[config.mk]
export PLATFORM = sky130hd
export DESIGN_NAME = csp_fifo
export DESIGN_NICKNAME = d
export VERILOG_FILES = /design/src/csp_pkg.sv /design/src/csp_fifo.sv
export SDC_FILE = /design/constraint.sdc
export NUM_CORES = 1
export LEC_CHECK = 0
export BUFFER_PORTS_ARGS = -buffer_cell sky130_fd_sc_hd__buf_2
export CAP_MARGIN = 0
export CELL_PAD_IN_SITES_DETAIL_PLACEMENT = 2
export CELL_PAD_IN_SITES_GLOBAL_PLACEMENT = 2
export CORE_MARGIN = 2
export CORE_UTILIZATION = 40
export CTS_BUF_LIST = sky130_fd_sc_hd__clkbuf_4 sky130_fd_sc_hd__clkbuf_8
export CTS_CLUSTER_SIZE = 12
export DETAILED_ROUTE_END_ITERATION = 6
export PLACE_DENSITY_LB_ADDON = 0.1
export SLEW_MARGIN = 20
export SYNTH_ARGS = -nofsm -noshare
export SYNTH_HDL_FRONTEND = slang
export SYNTH_SLANG_ARGS = --single-unit
[constraint.sdc]
create_clock -name clk -period 2 [get_ports clk]
set_clock_uncertainty 0.05 [all_clocks]
set_input_delay 0.1 -clock clk [delete_from_list [all_inputs] [get_ports clk]]
set_output_delay 0.1 -clock clk [all_outputs]
set_load 0.005 [all_outputs]
[src/csp_pkg.sv]
// ----------------------------------------------------------------------------
// csp_pkg
// shared types, codes and defaults of the cubic sample player
// ----------------------------------------------------------------------------
package csp_pkg;

	localparam int DEF_SAMPLE_DEPTH = 65536;
	localparam int DEF_SAMPLE_BITS  = 16;
	localparam int DEF_FRAC_BITS    = 16;

	localparam int POS_BITS       = 40;
	localparam int QUEUE_DEPTH    = 4;
	localparam int CFG_INDEX_BITS = 2;
	localparam int CFG_DATA_BITS  = 32;
	localparam int FRAMES_BITS    = 17;

	localparam logic [FRAMES_BITS-1:0] RST_SAMPLE_FRAMES  = '0;
	localparam logic                   RST_STEREO_MODE    = 1'b1;
	localparam logic [31:0]            RST_POSITION_STEP  = 32'h0001_0000;
	localparam logic [31:0]            RST_START_POSITION = '0;

	typedef enum logic [CFG_INDEX_BITS-1:0] {
		REG_SAMPLE_FRAMES  = 2'd0,
		REG_STEREO_MODE    = 2'd1,
		REG_POSITION_STEP  = 2'd2,
		REG_START_POSITION = 2'd3
	} reg_index_t;

	typedef enum logic [1:0] {
		OP_WRITE   = 2'd0,
		OP_RESTART = 2'd1,
		OP_PRODUCE = 2'd2
	} op_t;

	typedef enum logic [1:0] {
		KIND_ZERO   = 2'd0,
		KIND_BARE   = 2'd1,
		KIND_LINEAR = 2'd2,
		KIND_CUBIC  = 2'd3
	} kind_t;

	typedef enum logic [2:0] {
		ST_IDLE   = 3'd0,
		ST_READ   = 3'd1,
		ST_STEP1  = 3'd2,
		ST_STEP2  = 3'd3,
		ST_STEP3  = 3'd4,
		ST_FINISH = 3'd5
	} state_t;

	typedef struct packed {
		logic [FRAMES_BITS-1:0] sample_frames;
		logic                   stereo_mode;
		logic [31:0]            position_step;
		logic [31:0]            start_position;
	} cfg_t;

endpackage

[src/csp_fifo.sv]
// ----------------------------------------------------------------------------
// csp_fifo
// short command queue between the front and the back
// ----------------------------------------------------------------------------
module csp_fifo #(
	parameter int WIDTH = 8
) (
	input  logic             clk,
	input  logic             arst_n,
	input  logic             push,
	input  logic [WIDTH-1:0] push_data,
	output logic             full,
	input  logic             pop,
	output logic             pop_valid,
	output logic [WIDTH-1:0] pop_data
);

	localparam int PTR_BITS = $clog2(csp_pkg::QUEUE_DEPTH);
	localparam int CNT_BITS = $clog2(csp_pkg::QUEUE_DEPTH + 1);

	logic [WIDTH-1:0]    slot_q [csp_pkg::QUEUE_DEPTH];
	logic [PTR_BITS-1:0] wr_ptr_q;
	logic [PTR_BITS-1:0] rd_ptr_q;
	logic [CNT_BITS-1:0] count_q;
	logic                do_push;
	logic                do_pop;

	assign full      = (count_q == CNT_BITS'(csp_pkg::QUEUE_DEPTH));
	assign pop_valid = (count_q != '0);
	assign pop_data  = slot_q[rd_ptr_q];
	assign do_push   = push && !full;
	assign do_pop    = pop && pop_valid;

	always_ff @(posedge clk or negedge arst_n) begin
		if (!arst_n) begin
			wr_ptr_q <= '0;
			rd_ptr_q <= '0;
			count_q  <= '0;
		end else begin
			if (do_push) begin
				wr_ptr_q <= wr_ptr_q + 1'b1;
			end
			if (do_pop) begin
				rd_ptr_q <= rd_ptr_q + 1'b1;
			end
			if (do_push && !do_pop) begin
				count_q <= count_q + 1'b1;
			end else if (do_pop && !do_push) begin
				count_q <= count_q - 1'b1;
			end
		end
	end

	always_ff @(posedge clk) begin
		if (do_push) begin
			slot_q[wr_ptr_q] <= push_data;
		end
	end

endmodule

== After elaboration in Yosys (flattened, before gate mapping) ==
Memory sizes are Yosys's and may differ from the RTL's.
Index checks and enable logic that the tools add are counted.

* Flip-flop bits (word level): 7
* Latch bits: 0
* Bits in writable memories: 32
* ROM bits: 0
* Output and inout bits: 10
* Logic and storage cells: 22
* Memories kept: 1

* Add/sub/neg operators: 4
* Multipliers: 0
* Div/mod/pow operators: 0
* Order comparisons: 0
* Equal/unequal tests: 1
* Shift operators: 0
* Multiplexer cells: 4
* Bitwise operators: 0
* Reductions and logical operators: 9

{| class="wikitable"
|+ Memory list
! memory !! words !! width !! read ports !! clocked after memory_dff !! wr ports !! RTL line !! source
|-
| slot_q || 4 || 8 || 1 || 0 || 1 || csp_fifo.sv:21 || <nowiki>logic [WIDTH-1:0] slot_q [csp_pkg::QUEUE_DEPTH];</nowiki>
|}

{| class="wikitable"
|+ Operators with widths
! kind !! count
|-
| 2-to-1 mux 3 bit || 2
|-
| adder 2 x 1 -> 2 bit, second input constant || 2
|-
| logical AND 1 bit || 4
|-
| adder 3 x 1 -> 3 bit, second input constant || 1
|-
| equality test 3 bit, second input constant || 1
|-
| zero test 1 bit || 3
|-
| nonzero test 3 bit || 1
|-
| subtractor 3 x 1 -> 3 bit, second input constant || 1
|-
| 2-to-1 mux 1 bit || 2
|-
| nonzero test 2 bit || 1
|}

== Longest topological paths before layout ==
* Depth after elaboration: 7
* Mapped depth: 9
* Mapped depth without buffers: 8

== Least setup slack after synthesis ==
OpenSTA, ideal clock, no wires.

* Path type: reg-to-reg
* Start point: reg count_q[1]
* End point: reg count_q[2]
* Setup time: 0.079 ns
* Arrival: 1.902 ns
* Data required time: 1.871 ns
* Slack: -0.032 ns
* Stages on the path, launching flop included: 9
* Buffers on the path: 0
* Period minus slack after synthesis: 2.032 ns
* Path through: dfrtp_1 or3_4 nand2_1 ha_1 inv_1 fa_1 xor2_1 nor2_1 xor2_1

{| class="wikitable"
|+ RTL lines
! what !! RTL line !! source
|-
| start: declaration || csp_fifo.sv:24 || <nowiki>logic [CNT_BITS-1:0] count_q;</nowiki>
|-
| start signal: assignment || csp_fifo.sv:47 || <nowiki>count_q <= count_q + 1'b1;</nowiki>
|-
| start signal: assignment || csp_fifo.sv:49 || <nowiki>count_q <= count_q - 1'b1;</nowiki>
|-
| nonzero test 3 bit * || csp_fifo.sv:29 || <nowiki>assign pop_valid = (count_q != '0);</nowiki>
|-
| named net pop_valid || csp_fifo.sv:14 || <nowiki>output logic pop_valid,</nowiki>
|-
| logical AND 1 bit * || csp_fifo.sv:32 || <nowiki>assign do_pop = pop && pop_valid;</nowiki>
|-
| zero test 1 bit || csp_fifo.sv:46 || <nowiki>if (do_push && !do_pop) begin</nowiki>
|-
| logical AND 1 bit || csp_fifo.sv:46 ||
|-
| 2-to-1 mux 3 bit or nonzero test 2 bit (tied branches) || - ||
|}

Mark *: on every way through the listed nets, which the timed path passes. The rest lies on a longest branch. The select of a mux whose other input is x is not followed.
A chain may end at the register's enable or synchronous reset.

== Worst setup path after layout ==
* Start point: reg count_q[1]
* End point: reg count_q[2]

* Word-level cells in the longest chain between the ends: 6

{| class="wikitable"
|+ Ends and longest elaborated chain
! what
|-
| parallel branches: the longest is 6 deep, another holds subtractor 3 x 1 -> 3 bit
|}

Parallel ways; which one is timed is not known. The select of a mux whose other input is x is not followed.

==> flow_summary.toml <==
[final_layout]
final_nets = 135
diodes = 0
fillers = 348
layout-area-overhead-vs-synth_pct = 24.8
final_layout_size_suffix_gt1_frac = 0.492

[global_routing]
grt_pass1_wl_um = 4890
antenna_found_initial = 0
grt_max_degree = 12
grt_remaining_overflow = 0
grt_pass1_vias = 903
grt_usage = 0.160

[pwr]
intPower_mw = 1.93
pwr-share-seq = 0.452
powerDensity_mw_per_mm2 = 1370
p_sw_frac = 0.292
p_comb_frac = 0.360
vdd_drop_max_mv = 0.765
clockPowerShare = 0.188
p_switching_mw = 0.796
p_leak_nw = 0.750

[worst_setup_path]
worstPathCellList = "or3_4 -> nand2_4 -> ha_4 -> inv_2 -> fa_2 -> xor2_1 -> nor2_1 -> xor2_1"
required_ns = 2.15
cp_slowest_stage_delay_ns = 0.42
startpoint_type = "flop"
critPathSlowestCell = "or3_4"
cpMostUsedCell = "xor2_1"
crit_arrival_ns = 2.09
end_kind = "flop"
crit_fanout = 3
criticalPathCategory = "flop to flop"

[drt]
highest_layer = "met4"
drc_errors = 0
drtAntennaViolNets = 0
drt-pass1-iter-count = 4
drt-total-wl_um = 2950
vias_per_cell = 4.91
route.met3.wl_um = 118
wl_per_cell_um = 17.8
wl_met1_um = 1160
dr_wl_met2_um = 1640
dr_total_vias = 815
drt_iter0_drc = 72

[clocking]
ctsHtreeMaxLevel = 2
cts-root-buf = "clkbuf_8"
cts.sinks = 39
clock_path_buffers = 2
clkTransAtPathRegs_ns = 0.07
cts_tree = "yes"
numCtsBuffers = 5
insertion_delay_ns = 0.28

[timing]
rsz0062_at_grt = "true"
tns_ns = 0
timing.final.max_slew_violations = 0
fin_crit_sh = 0.971
slew_headroom = 0.715
hold_ws_ns = 0.00790
finalHoldViolCount = 0
final-setup-viol-count = 0
min_period_ns = 1.94
max_freq_mhz = 515
tightest_slew_ns = 0.428

[synth]
synthAdderAreaFrac = 0.0519
synth-compound-area-share = 0
syn_inst = 77
ys_types = 20
synth_top_cell_by_area = "edfxtp_1"
ys_seq_area_frac = 0.714
synth-simple-area-share = 0.0511
ys_ff_latch = 39
syn_nets = 95
synth_top_family_by_area = "multiplexers"
synth_area_sq_mm = 0.00159
synth_top_area_share = 0.604
synth-xor-area-share = 0.0330
synth_area_per_cell_sq_um = 20.7
synthMuxAreaShare = 0.130
synth_area_leaders = "edfxtp_1 (60%), mux4_2 (11%), dfrtp_1 (11%)"
ys_warn_count = 0

[placement]
dpl.hpwl_um = 2260
gp_congestion = 0.663
io_buffers = 21

[die]
design.portCount = 22
row_count = 22
core_sq_mm = 0.00374
die_x_um = 67.1
die_h_um = 67.1
initial_core_util = 0.425
dieArea_sq_mm = 0.00450

[min_path]
hold_path.class = "input pin to flop"

[job]
drv_cap = 0

[run_status]
status = "finished clean"
## metrics by stage
step | setup slack (ns) | total power [mW] | utilization | std cells | area (sq um)
floorplan | 0.0257 | 1.84 | - | 77 | 1610
global placement | 0.0175 | 2.14 | 0.476 | 147 | 1780
detailed placement | -0.0429 | 2.19 | 0.476 | 147 | 1780
CTS | 0.0179 | 2.76 | 0.524 | 164 | 1960
global route | -0.0577 | 2.92 | 0.530 | 166 | 1980
finish | 0.0577 | 2.73 | 0.530 | 166 | 1980
## critical path: cells and delay by family (launching register included)
family / cells / cell delay, ns
AND/OR/NAND/NOR: 3 / 0.63
adder cells (fa/ha/maj): 2 / 0.46
flip-flops: 1 / 0.39
XOR/XNOR: 2 / 0.31
buffers and inverters: 1 / 0.04
## cell usage after synthesis
cell      number
nor2_1         1
buf_6          1
fa_1           1
mux4_2         8
nand3_1        1
clkbuf_1       1
nor2b_2        1
mux2_4         1
xor2_1         2
inv_1          3
nand2_1        1
and2_2         4
xnor2_1        4
buf_2          1
ha_1           5
mux2_2         1
dfrtp_1        7
nor3b_4        1
or3_4          1
edfxtp_1      32
## area by class of cell
class | instances | area, sq um | share of cell area
clock buffer | 7 | 83.8 | 0.0422
clock inverter | 1 | 5.00 | 0.00252
inverter | 3 | 11.3 | 0.00567
multi-input combinational | 32 | 445 | 0.224
timing repair buffer | 36 | 241 | 0.122
sequential | 39 | 1140 | 0.573
tap | 48 | 60.1 | 0.0303
## power by group through the flow
stage | clock network [mW] | logic, mW | registers, mW
2_1_floorplan | 0 | 0.643 | 1.20
3_3_place_gp | 0 | 0.908 | 1.23
3_5_place_dp | 0 | 0.936 | 1.26
4_1_cts | 0.528 | 0.997 | 1.24
5_1_grt | 0.566 | 1.10 | 1.26
6_report | 0.513 | 0.982 | 1.23
## final timing paths
| kind | cells past startpoint | from | slack (ns) | end |
|---|---|---|---|---|
| setup reg to reg | 8 | count_q[1]$_DFFE_PN0P_ | 0.06 | count_q[2]$_DFFE_PN0P_ |
| hold / removal | 1 | push_data[7] | 0.008 | slot_q[1][7]$_DFFE_PP_ |
| max in group asynchronous | 2 | arst_n | 1.59 | count_q[0]$_DFFE_PN0P_ |
| min in group asynchronous | 2 | arst_n | 0.14 | count_q[2]$_DFFE_PN0P_ |
| setup / recovery | 8 | count_q[1]$_DFFE_PN0P_ | 0.06 | count_q[2]$_DFFE_PN0P_ |
| hold reg to reg | 1 | rd_ptr_q[0]$_DFFE_PN0P_ | 0.47 | rd_ptr_q[0]$_DFFE_PN0P_ |
## state kept, by name, indices dropped and copies added (netlist names)
register  cells
count_q       3
slot_q       32
rd_ptr_q      2
wr_ptr_q      2
## placed cells by master (no fill, tap or decap)
master	count
ha_1	4
buf_6	1
dfrtp_1	6
dlygate4sd3_1	8
mux4_2	8
clkbuf_4	2
buf_4	6
xnor2_1	4
or3_4	1
inv_2	1
mux2_2	1
edfxtp_1	32
nor2b_2	1
clkinv_2	1
nor3b_4	1
xor2_1	2
inv_1	2
dfrtp_2	1
nor2_1	1
nand2_4	1
clkbuf_8	5
ha_4	1
and2_2	4
buf_2	21
fa_2	1
mux2_4	1
nand3_1	1
## cells by family after synthesis
logic type / Yosys count
simple gates: 10
xor+xnor: 6
fa+ha+maj: 6
buf+inv: 6
flops: 39
mux: 10
## layer usage
| layer | vias up | GRT usage |
|---|---|---|
| met5 | - | 0 |
| met2 | 16 | 0.286 |
| met4 | 0 | 0.0459 |
| li1 | 373 | - |
| met1 | 422 | 0.180 |
| met3 | 4 | 0.0524 |
## what timing repair did
item | in CTS | in global routing
hold buffers | 7 | 1
pin swaps | 4 | 5
setup endpoints to repair | 1 | 2
setup buffers | 2 | 1
hold endpoints to repair | 31 | 4
gates resized for setup | 2 | 2
Power figures use the tool's default switching activity.
